--- src/rtl/esc_pkg.sv ---
// Shared types and constants for the elevator scan controller.
package esc_pkg;

  localparam int FLOORS       = 4;
  localparam int FIDX_W       = $clog2(FLOORS);
  localparam int CALL_FLOOR_W = 4;
  localparam int CAR_FLOOR_W  = 5;
  localparam int EVENT_W      = 3;
  localparam int PEND_W       = 16;
  localparam int QDEPTH       = 2;
  localparam int QPTR_W       = $clog2(QDEPTH);
  localparam int QCNT_W       = $clog2(QDEPTH + 1);

  typedef enum logic [1:0] {
    OP_NOP,
    OP_CALL,
    OP_TICK
  } op_code_t;

  typedef struct packed {
    op_code_t          code;
    logic [FIDX_W-1:0] fidx;
  } op_t;

  typedef enum logic [1:0] {
    PH_IDLE,
    PH_MOVE,
    PH_DOOR
  } phase_t;

  typedef enum logic [EVENT_W-1:0] {
    EV_WAIT,
    EV_UP,
    EV_DOWN,
    EV_OPEN,
    EV_CLOSE,
    EV_CALL
  } event_t;

endpackage

--- src/rtl/esc_if.sv ---
// Handshake channels for command items and status results.
interface esc_item_if;
  import esc_pkg::*;

  logic                    valid;
  logic                    ready;
  logic                    cmd;
  logic [CALL_FLOOR_W-1:0] call_floor;

  modport source (output valid, output cmd, output call_floor, input ready);
  modport sink   (input valid, input cmd, input call_floor, output ready);
endinterface

interface esc_result_if;
  import esc_pkg::*;

  logic                   valid;
  logic                   ready;
  logic [CAR_FLOOR_W-1:0] car_floor;
  logic                   going_up;
  logic [EVENT_W-1:0]     event_res;
  logic [PEND_W-1:0]      pending_calls;

  modport source (output valid, output car_floor, output going_up, output event_res,
                  output pending_calls, input ready);
  modport sink   (input valid, input car_floor, input going_up, input event_res,
                  input pending_calls, output ready);
endinterface

--- src/rtl/esc_front.sv ---
// Front end: accepts command items and decodes them into queue operations.
module esc_front (
  esc_item_if.sink      item,
  input  logic          q_full,
  output logic          push,
  output esc_pkg::op_t  op
);
  import esc_pkg::*;

  logic in_range;

  assign item.ready = !q_full;
  assign push       = item.valid && !q_full;

  // Calls for floor 0 or above the top floor become no-ops.
  assign in_range = (item.call_floor != '0) &&
                    ({1'b0, item.call_floor} <= (CALL_FLOOR_W + 1)'(FLOORS));

  always_comb begin
    op.fidx = FIDX_W'(item.call_floor - CALL_FLOOR_W'(1));
    if (item.cmd) begin
      op.code = OP_TICK;
    end else if (in_range) begin
      op.code = OP_CALL;
    end else begin
      op.code = OP_NOP;
    end
  end

endmodule

--- src/rtl/esc_fifo.sv ---
// Short operation queue between the front end and the car sequencer.
module esc_fifo (
  input  logic         clk,
  input  logic         rst,
  input  logic         push,
  input  esc_pkg::op_t wr_op,
  input  logic         pop,
  output logic         full,
  output logic         rd_valid,
  output esc_pkg::op_t rd_op
);
  import esc_pkg::*;

  op_t               entries [QDEPTH];
  logic [QPTR_W-1:0] wr_ptr;
  logic [QPTR_W-1:0] rd_ptr;
  logic [QCNT_W-1:0] count;

  assign full     = (count == QCNT_W'(QDEPTH));
  assign rd_valid = (count != '0);
  assign rd_op    = entries[rd_ptr];

  always_ff @(posedge clk) begin
    if (push) begin
      entries[wr_ptr] <= wr_op;
    end
  end

  always_ff @(posedge clk) begin
    if (rst) begin
      wr_ptr <= '0;
      rd_ptr <= '0;
      count  <= '0;
    end else begin
      if (push) begin
        wr_ptr <= (wr_ptr == QPTR_W'(QDEPTH - 1)) ? '0 : wr_ptr + QPTR_W'(1);
      end
      if (pop) begin
        rd_ptr <= (rd_ptr == QPTR_W'(QDEPTH - 1)) ? '0 : rd_ptr + QPTR_W'(1);
      end
      case ({push, pop})
        2'b10:   count <= count + QCNT_W'(1);
        2'b01:   count <= count - QCNT_W'(1);
        default: count <= count;
      endcase
    end
  end

endmodule

--- src/rtl/esc_back.sv ---
// Back end: car state, scan target search and the registered result stage.
module esc_back (
  input  logic          clk,
  input  logic          rst,
  input  logic          q_valid,
  input  esc_pkg::op_t  q_op,
  output logic          pop,
  esc_result_if.source  res
);
  import esc_pkg::*;

  logic [FIDX_W-1:0] pos;
  logic [FIDX_W-1:0] pos_next;
  logic              dir_up;
  logic              dir_up_next;
  logic [FLOORS-1:0] call_mask;
  logic [FLOORS-1:0] call_mask_next;
  logic [FIDX_W-1:0] target;
  logic [FIDX_W-1:0] target_next;
  phase_t            phase;
  phase_t            phase_next;
  event_t            ev;
  logic              out_valid;

  logic              above_hit;
  logic [FIDX_W-1:0] above_idx;
  logic              below_hit;
  logic [FIDX_W-1:0] below_idx;
  logic [FIDX_W-1:0] pos_up;
  logic [FIDX_W-1:0] pos_dn;

  assign pop       = q_valid && (!out_valid || res.ready);
  assign res.valid = out_valid;

  // Nearest call above: scan downward so the lowest qualifying floor wins.
  always_comb begin
    above_hit = 1'b0;
    above_idx = '0;
    for (int f = FLOORS - 1; f >= 0; f--) begin
      if (FIDX_W'(f) > pos && call_mask[f]) begin
        above_hit = 1'b1;
        above_idx = FIDX_W'(f);
      end
    end
  end

  // Nearest call below: scan upward so the highest qualifying floor wins.
  always_comb begin
    below_hit = 1'b0;
    below_idx = '0;
    for (int f = 0; f < FLOORS; f++) begin
      if (FIDX_W'(f) < pos && call_mask[f]) begin
        below_hit = 1'b1;
        below_idx = FIDX_W'(f);
      end
    end
  end

  assign pos_up = (pos == FIDX_W'(FLOORS - 1)) ? pos : pos + FIDX_W'(1);
  assign pos_dn = (pos == '0) ? pos : pos - FIDX_W'(1);

  always_comb begin
    pos_next       = pos;
    dir_up_next    = dir_up;
    call_mask_next = call_mask;
    target_next    = target;
    phase_next     = phase;
    ev             = EV_WAIT;
    case (q_op.code)
      OP_CALL: begin
        if (!call_mask[q_op.fidx]) begin
          call_mask_next[q_op.fidx] = 1'b1;
          ev = EV_CALL;
        end
      end
      OP_TICK: begin
        case (phase)
          PH_DOOR: begin
            call_mask_next[pos] = 1'b0;
            phase_next = PH_IDLE;
            ev = EV_CLOSE;
          end
          PH_MOVE: begin
            if (pos == target) begin
              phase_next = PH_DOOR;
              ev = EV_OPEN;
            end else if (dir_up) begin
              pos_next = pos_up;
              ev = EV_UP;
            end else begin
              pos_next = pos_dn;
              ev = EV_DOWN;
            end
          end
          default: begin
            phase_next = PH_IDLE;
            if (call_mask[pos]) begin
              target_next = pos;
              phase_next = PH_DOOR;
              ev = EV_OPEN;
            end else if (dir_up && above_hit) begin
              target_next = above_idx;
              phase_next = PH_MOVE;
              pos_next = pos_up;
              ev = EV_UP;
            end else if (!dir_up && below_hit) begin
              target_next = below_idx;
              phase_next = PH_MOVE;
              pos_next = pos_dn;
              ev = EV_DOWN;
            end else if (dir_up && below_hit) begin
              // reverse toward the nearest call behind
              dir_up_next = 1'b0;
              target_next = below_idx;
              phase_next = PH_MOVE;
              pos_next = pos_dn;
              ev = EV_DOWN;
            end else if (!dir_up && above_hit) begin
              dir_up_next = 1'b1;
              target_next = above_idx;
              phase_next = PH_MOVE;
              pos_next = pos_up;
              ev = EV_UP;
            end
          end
        endcase
      end
      default: begin
        ev = EV_WAIT;
      end
    endcase
  end

  always_ff @(posedge clk) begin
    if (rst) begin
      pos       <= '0;
      dir_up    <= 1'b1;
      call_mask <= '0;
      target    <= '0;
      phase     <= PH_IDLE;
      out_valid <= 1'b0;
    end else begin
      if (pop) begin
        pos       <= pos_next;
        dir_up    <= dir_up_next;
        call_mask <= call_mask_next;
        target    <= target_next;
        phase     <= phase_next;
        out_valid <= 1'b1;
      end else if (res.ready) begin
        out_valid <= 1'b0;
      end
    end
  end

  // Result payload: sampled after the update, held while stalled.
  always_ff @(posedge clk) begin
    if (pop) begin
      res.car_floor     <= CAR_FLOOR_W'(pos_next) + CAR_FLOOR_W'(1);
      res.going_up      <= dir_up_next;
      res.event_res     <= EVENT_W'(ev);
      res.pending_calls <= PEND_W'(call_mask_next);
    end
  end

endmodule

--- src/rtl/elevator_scan_controller.sv ---
// Elevator scan controller: each accepted item waits in the queue, and its result goes
// valid from the result register once the sequencer pops the item.
// Throughput one item per cycle while results are taken; car state updates on each pop.
// A 2-entry queue separates decode from the sequencer; while a result stalls in the
// result register the queue takes up to two more items before input ready drops.
// Synchronous reset puts the car at floor 1, heading up, idle, with no calls pending.
module elevator_scan_controller (
  input  logic         clk,
  input  logic         rst,
  esc_item_if.sink     item,
  esc_result_if.source res
);
  import esc_pkg::*;

  logic q_full;
  logic push;
  op_t  wr_op;
  logic pop;
  logic q_valid;
  op_t  q_op;

  esc_front u_front (
    .item   (item),
    .q_full (q_full),
    .push   (push),
    .op     (wr_op)
  );

  esc_fifo u_fifo (
    .clk      (clk),
    .rst      (rst),
    .push     (push),
    .wr_op    (wr_op),
    .pop      (pop),
    .full     (q_full),
    .rd_valid (q_valid),
    .rd_op    (q_op)
  );

  esc_back u_back (
    .clk     (clk),
    .rst     (rst),
    .q_valid (q_valid),
    .q_op    (q_op),
    .pop     (pop),
    .res     (res)
  );

endmodule

--- src/flat_wrapper.sv ---
// flat-port wrapper written by rule: the top's interface ports become plain ports
module elevator_scan_controller_flat import esc_pkg::*;
  (clk, rst, item_valid, item_cmd, item_call_floor, item_ready, res_valid, res_car_floor, res_going_up, res_event_res, res_pending_calls, res_ready);
  esc_item_if item_i ();
  esc_result_if res_i ();
  input  logic clk;
  input  logic rst;
  input wire logic [$bits(item_i.valid)-1:0] item_valid;
  input wire logic [$bits(item_i.cmd)-1:0] item_cmd;
  input wire logic [$bits(item_i.call_floor)-1:0] item_call_floor;
  output wire logic [$bits(item_i.ready)-1:0] item_ready;
  output wire logic [$bits(res_i.valid)-1:0] res_valid;
  output wire logic [$bits(res_i.car_floor)-1:0] res_car_floor;
  output wire logic [$bits(res_i.going_up)-1:0] res_going_up;
  output wire logic [$bits(res_i.event_res)-1:0] res_event_res;
  output wire logic [$bits(res_i.pending_calls)-1:0] res_pending_calls;
  input wire logic [$bits(res_i.ready)-1:0] res_ready;
  assign item_i.valid = item_valid;
  assign item_i.cmd = item_cmd;
  assign item_i.call_floor = item_call_floor;
  assign item_ready = item_i.ready;
  assign res_valid = res_i.valid;
  assign res_car_floor = res_i.car_floor;
  assign res_going_up = res_i.going_up;
  assign res_event_res = res_i.event_res;
  assign res_pending_calls = res_i.pending_calls;
  assign res_i.ready = res_ready;
  elevator_scan_controller u_core (.clk(clk), .rst(rst), .item(item_i), .res(res_i));
endmodule
--- config.mk ---
export PLATFORM = sky130hd
export DESIGN_NAME = elevator_scan_controller_flat
export DESIGN_NICKNAME = d
export VERILOG_FILES = /design/src/rtl/esc_pkg.sv /design/src/rtl/esc_if.sv /design/src/rtl/esc_front.sv /design/src/rtl/esc_fifo.sv /design/src/rtl/esc_back.sv /design/src/rtl/elevator_scan_controller.sv /design/src/flat_wrapper.sv
export SDC_FILE = /design/constraint.sdc
export NUM_CORES = 1
export LEC_CHECK = 0
export ABC_AREA = 1
export BUFFER_PORTS_ARGS = -buffer_cell sky130_fd_sc_hd__buf_2
export CORE_MARGIN = 5
export CORE_UTILIZATION = 61
export CTS_CLUSTER_SIZE = 8
export DETAILED_ROUTE_END_ITERATION = 6
export GPL_TIMING_DRIVEN = 1
export HOLD_SLACK_MARGIN = 0.1
export PLACE_DENSITY_LB_ADDON = 0.2
export SLEW_MARGIN = 40
export SYNTH_ARGS = -nofsm -noshare
export SYNTH_HDL_FRONTEND = slang
export SYNTH_HIERARCHICAL = 1
export SYNTH_SLANG_ARGS = --single-unit
--- constraint.sdc ---
create_clock -name clk -period 2.95 [get_ports clk]
set_input_delay 0.59 -clock clk [delete_from_list [all_inputs] [get_ports clk]]
set_output_delay 0.59 -clock clk [all_outputs]
set_load 0.02 [all_outputs]
After elaboration in Yosys (flattened, before gate mapping)
Memory sizes are Yosys's and may differ from the RTL's. A register that Yosys moved wholly into a read port is not among the register bits.
Cells that the tools add are included.

storage, ports and cells
  bits of input ports = 9
  memory bits (writable) = 8
  bits in registers = 29
  output and inout bits = 27
  logic and storage cells = 156
  memories = 1

cells by class
  eq/ne operators = 10
  bitwise logic cells = 4
  reduce and logical (&&, ||, !) cells = 30
  add/sub/neg operators = 8
  mux-type cells = 77
  $lt $le $gt $ge = 13

memory list
  name                   depth  width  read ports  clocked after Yosys merged registers in  write ports  line            RTL
  u_core.u_fifo.entries  2      4      1           1                                        1            esc_fifo.sv:14  op_t entries [QDEPTH];

operators with widths
  kind                 number
  $mux 2               30
  $mux 1               34
  $logic_and 1x1->1    17
  $pmux 2 s2           3
  $pmux 3 s2           2
  $eq 2x2->1 const B   5
  $mux 4               2
  $pmux 4 s2           1
  $eq 2x1->1 const B   3
  $lt 2x3->1 const B   2
  $reduce_bool 2->1    3
  $sub 2x1->2 const B  3
  $reduce_bool 5->1    1
  $add 2x1->2 const B  2
  $and 4x4->4          1
  $bmux 1 s2           2
  $demux 1 s2          2
  $ge 2x1->1 const B   2
  $gt 1x2->1 const A   2
  $gt 2x2->1 const A   2
  $le 4x3->1 const B   1
  $lt 1x2->1 const A   2
  $lt 2x2->1 const A   2
  $not 4->4            1
  other kinds (14)     17

Longest topological paths before layout
  depth in word-level cells = 15
  depth in mapped cells = 15

Hierarchy
Netlist, hierarchy kept.

modules (own cells, without submodules)
  module     sequential area each (µm²)  cells each  area an instance (µm²)  instances
  esc_back   570.5                       242         1751.7                  1
  esc_fifo   340.3                       45          510.5                   1
  esc_front  0.0                         14          65.1                    1

Worst setup path after synthesis
Ideal clock, no wire load.

  path type = reg-to-reg
  from = reg (tool-made name)
  to = reg u_core.u_back.phase[0]
  setup slack = 1.061 ns
  required time = 2.816 ns
  clock period less this slack = 1.889 ns
  arrival time = 1.755 ns
  cell stages (with the launch flop) = 12
  path through = dfxtp_1 > mux2_2 > inv_1 > ha_1 > buf_2 > inv_1 > nor2_1 > inv_1 > a21oi_1 > inv_1 > a21oi_1 > a211oi_1

RTL lines
  item                  line             RTL
  end signal, assigned  esc_back.sv:148  phase <= phase_next;
  end, declared         esc_back.sv:20   phase_t phase;

==> flow_summary.yaml <==
run_status:
  status: "finished, final reports clean"
sta:
  fin_crit_sh_pct: 78.42
  rsz0062_at_grt: "false"
  report.final.slew_viol_count: 0
  final-hold-violation-count: 0
  worst_pin_slew_ns: 0.5834
  post-route-min-period_ns: 2.313
  max_freq_mhz: 432.3
  fin_tns_setup_ns: 0
  setup_viol: 0
  maxSlewHeadroom_pct: 61.06
  clock_skew_ns: 0.004809
setup_path:
  timing.rr.end: "u_core/u_back/phase[0]"
  ff2ff_path_depth: 9
  cp.arrival_ns: 2.52
  critical_path_class: "register to register"
  end_kind: "register"
  crit_fanout: 10
  critPathLaunchType: "register"
  crit_slowest_cell: "dfxtp_1"
  slowest_delay_ns: 0.42
  crit_top_cell: "inv_1"
  crit_chain: "mux2_2 > inv_1 > ha_1 > inv_1 > nor2_1 > inv_1 > a21oi_1 > inv_1 > a211oi_1"
  required_ns: 3.15
  reg2reg_slack_ns: 0.64
clocking:
  htree_levels: 2
  clk-insertion-delay-late_ns: 0.29
  cts_tree: "done"
  root_buffer: "clkbuf_8"
  postCtsSetupBuffers: 0
  clk_path_buf_depth: 2
  clkTransAtPathRegs_ns: 0.07
  clock-sinks: 36
  ctsResizeCount: 0
  postCtsHoldBufs: 0
  cts_buffers: 5
synthesis:
  ys_top_cells_by_area: "edfxtp_1, dfxtp_1, nand2_1"
  syn-instance-count: 301
  yosys_warnings: 6
  synth-seq-area-share_pct: 39.14
  async_reset_ff_share_pct: 0
  synthFlopType: "edfxtp_1"
  synthDistinctLibCells: 39
  ys_ff_latch: 36
  synth_top_area_share_pct: 24.52
  syn_avg_cell_area_um2: 7.732
  yosys.area.top_type: "edfxtp_1"
  syn_area_um2: 2327
  synth_edf_count: 19
cells_and_area:
  antenna_cells: 0
  instances_no_fill: 371
  finalInstanceArea_um2: 2504
  syn_to_final_growth_pct: 7.581
  regArea_um2: 910.9
  fin_util_pct: 67.88
  final_common_cell: "nand2_1"
  final_layout_size_suffix_gt1_share_pct: 19.20
  nets: 338
  final_cell_mix: "nand2_1, inv_1, nor2_1"
  n_fill_cell: 320
  multi_input_area_um2: 1107
floorplan:
  die_x_um: 71.77
  core_um2: 3689
  dieArea_um2: 5150
  io_pins: 36
  fp-row-count: 22
  initial_core_util_pct: 63.09
  die_h_um: 71.77
pwr:
  p_leak_nw: 1.190
  share_comb_of_total_power_pct: 53.4
  sw_frac_of_total_pct: 47.89
  power_density_nw_per_um2: 1144
  ir_drop_mv: 0.5294
  seqPwrFrac_pct: 31.6
  switching_power_mw: 1.371
  cell_internal_pwr_mw: 1.492
  clock_power_share_pct: 15.0
placement:
  dp_hpwl_um: 3614
  portBuffers: 21
  placedCellCount: 363
  placed_area_um2: 2396
  gp_congestion: 0.9955
min_path:
  whs_path_depth: 2
  hp-class: "register to register"
  min_from: "u_core/u_back/res.valid"
  min_to: "u_core/u_back/res.valid"
job:
  maxCapViolCount: 0
drt:
  drtPass1Iterations: 5
  routed_wl_um: 4827
  vias: 1984
  drt-initial-drc-count: 246
  ant_nets: 0
  vias_per_cell: 5.348
  wl_per_cell_um: 13.01
  drc: 0
grt:
  gr-total-overflow: 0
  grtUsageTotal_pct: 19.34
  grt_max_degree: 16
  grt_pass1_wl_um: 7776
  antenna_found_initial: 0
  grt_pass1_vias: 1735
==> synth_stat cells, types with 2 or more instances <==
cell type,number
nand2_1,57
inv_1,47
nor2_1,27
a21oi_1,21
nand3_1,20
edfxtp_1,19
dfxtp_1,17
buf_4,15
o21ai_0,15
nand2_2,9
ha_1,7
mux2_2,4
nor2_2,4
nor2_4,4
nand4_1,3
a22oi_1,2
buf_2,2
buf_6,2
clkbuf_1,2
inv_4,2
nand3_4,2
nor3_1,2
o211ai_1,2
==> per-stage QoR <==
| step | setup WS [ns] | total power, mW | hold WS [ns] |
|---|---|---|---|
| finish | 0.6367 | 2.863 | 0.4994 |
| global route | 0.5149 | 3.069 | 0.4935 |
| CTS | 0.6885 | 2.853 | 0.4953 |
| detailed placement | 0.6994 | 2.417 | 0.4853 |
| global placement | 0.8495 | 2.394 | 0.4865 |
| floorplan | 1.061 | 2.078 | 0.4674 |
==> layer usage <==
layer | wire, µm | global-route usage [%] | share of wire [%]
met5 | 0 | 0 | 0
met4 | 97 | 8.768 | 2.0
met2 | 2167 | 29.59 | 45
met1 | 1986 | 25.31 | 41
met3 | 575 | 5.470 | 12
==> logic make-up after synthesis <==
kind of cell               count (synthesis)  synth area share, %
DFF                                       36                39.14
adders and majority gates                  7                3.763
and+or+nand+nor                          132                27.63
AOI/OAI and AO/OA                         47                11.61
muxes                                      4                1.935
other                                      1               0.1611
buffers and inverters                     73                15.38
xor gates and xnor gates                   1               0.3764
==> cell type report <==
type	count	area share, %
clock buffer	6	2.899
sequential	36	36.38
timing repair buffer	22	4.498
multi-input combinational	205	44.23
tap	48	2.399
inverter	52	8.196
clock inverter	2	1.399
==> sequential cells by signal, indices dropped and copies added, names as in the netlist, named ones only <==
signal and cells:
u_core/u_fifo/wr_ptr 1, u_core/u_fifo/rd_ptr 1, u_core/u_back/res.pending_calls 4, u_core/u_back/phase 2, u_core/u_back/res.event_res 3, u_core/u_back/pos 2, u_core/u_back/dir_up 1, u_core/u_back/res.going_up 1
u_core/u_back/call_mask 4, u_core/u_back/res.valid 1, u_core/u_fifo/entries 8, u_core/u_fifo/count 2, u_core/u_back/res.car_floor 3, u_core/u_back/target 2
==> power groups by stage <==
stage / registers [mW] / logic, mW / clock network [mW]
3_3_place_gp: 0.911 / 1.48 / 0
5_1_grt: 0.930 / 1.68 / 0.460
4_1_cts: 0.904 / 1.51 / 0.440
2_1_floorplan: 0.959 / 1.12 / 0
3_5_place_dp: 0.915 / 1.50 / 0
6_report: 0.905 / 1.53 / 0.429
==> critical path, delay by kind of cell (launching register included) <==
kind,cells,cell delay (ns)
AO/OA/AOI/OAI,2,0.43
adder cells (fa/ha/maj),1,0.36
buffers and inverters,4,0.46
flip-flops,1,0.42
multiplexers,1,0.38
AND/OR/NAND/NOR,1,0.17
==> worst max-delay path by stage <==
| stage | from | end | slack [ns] | cells past startpoint |
|---|---|---|---|---|
| after floorplan | register | u_core/u_back/phase[0] | 1.06 | 11 |
| after global placement | register | u_core/u_back/phase[0] | 0.85 | 10 |
| after detailed placement | register | u_core/u_back/phase[0] | 0.70 | 9 |
| after CTS | register | u_core/u_back/phase[0] | 0.69 | 9 |
| after global routing | register | u_core/u_back/target[0] | 0.51 | 9 |
| final | register | u_core/u_back/phase[0] | 0.64 | 9 |
Power figures use the tool's default switching activity.
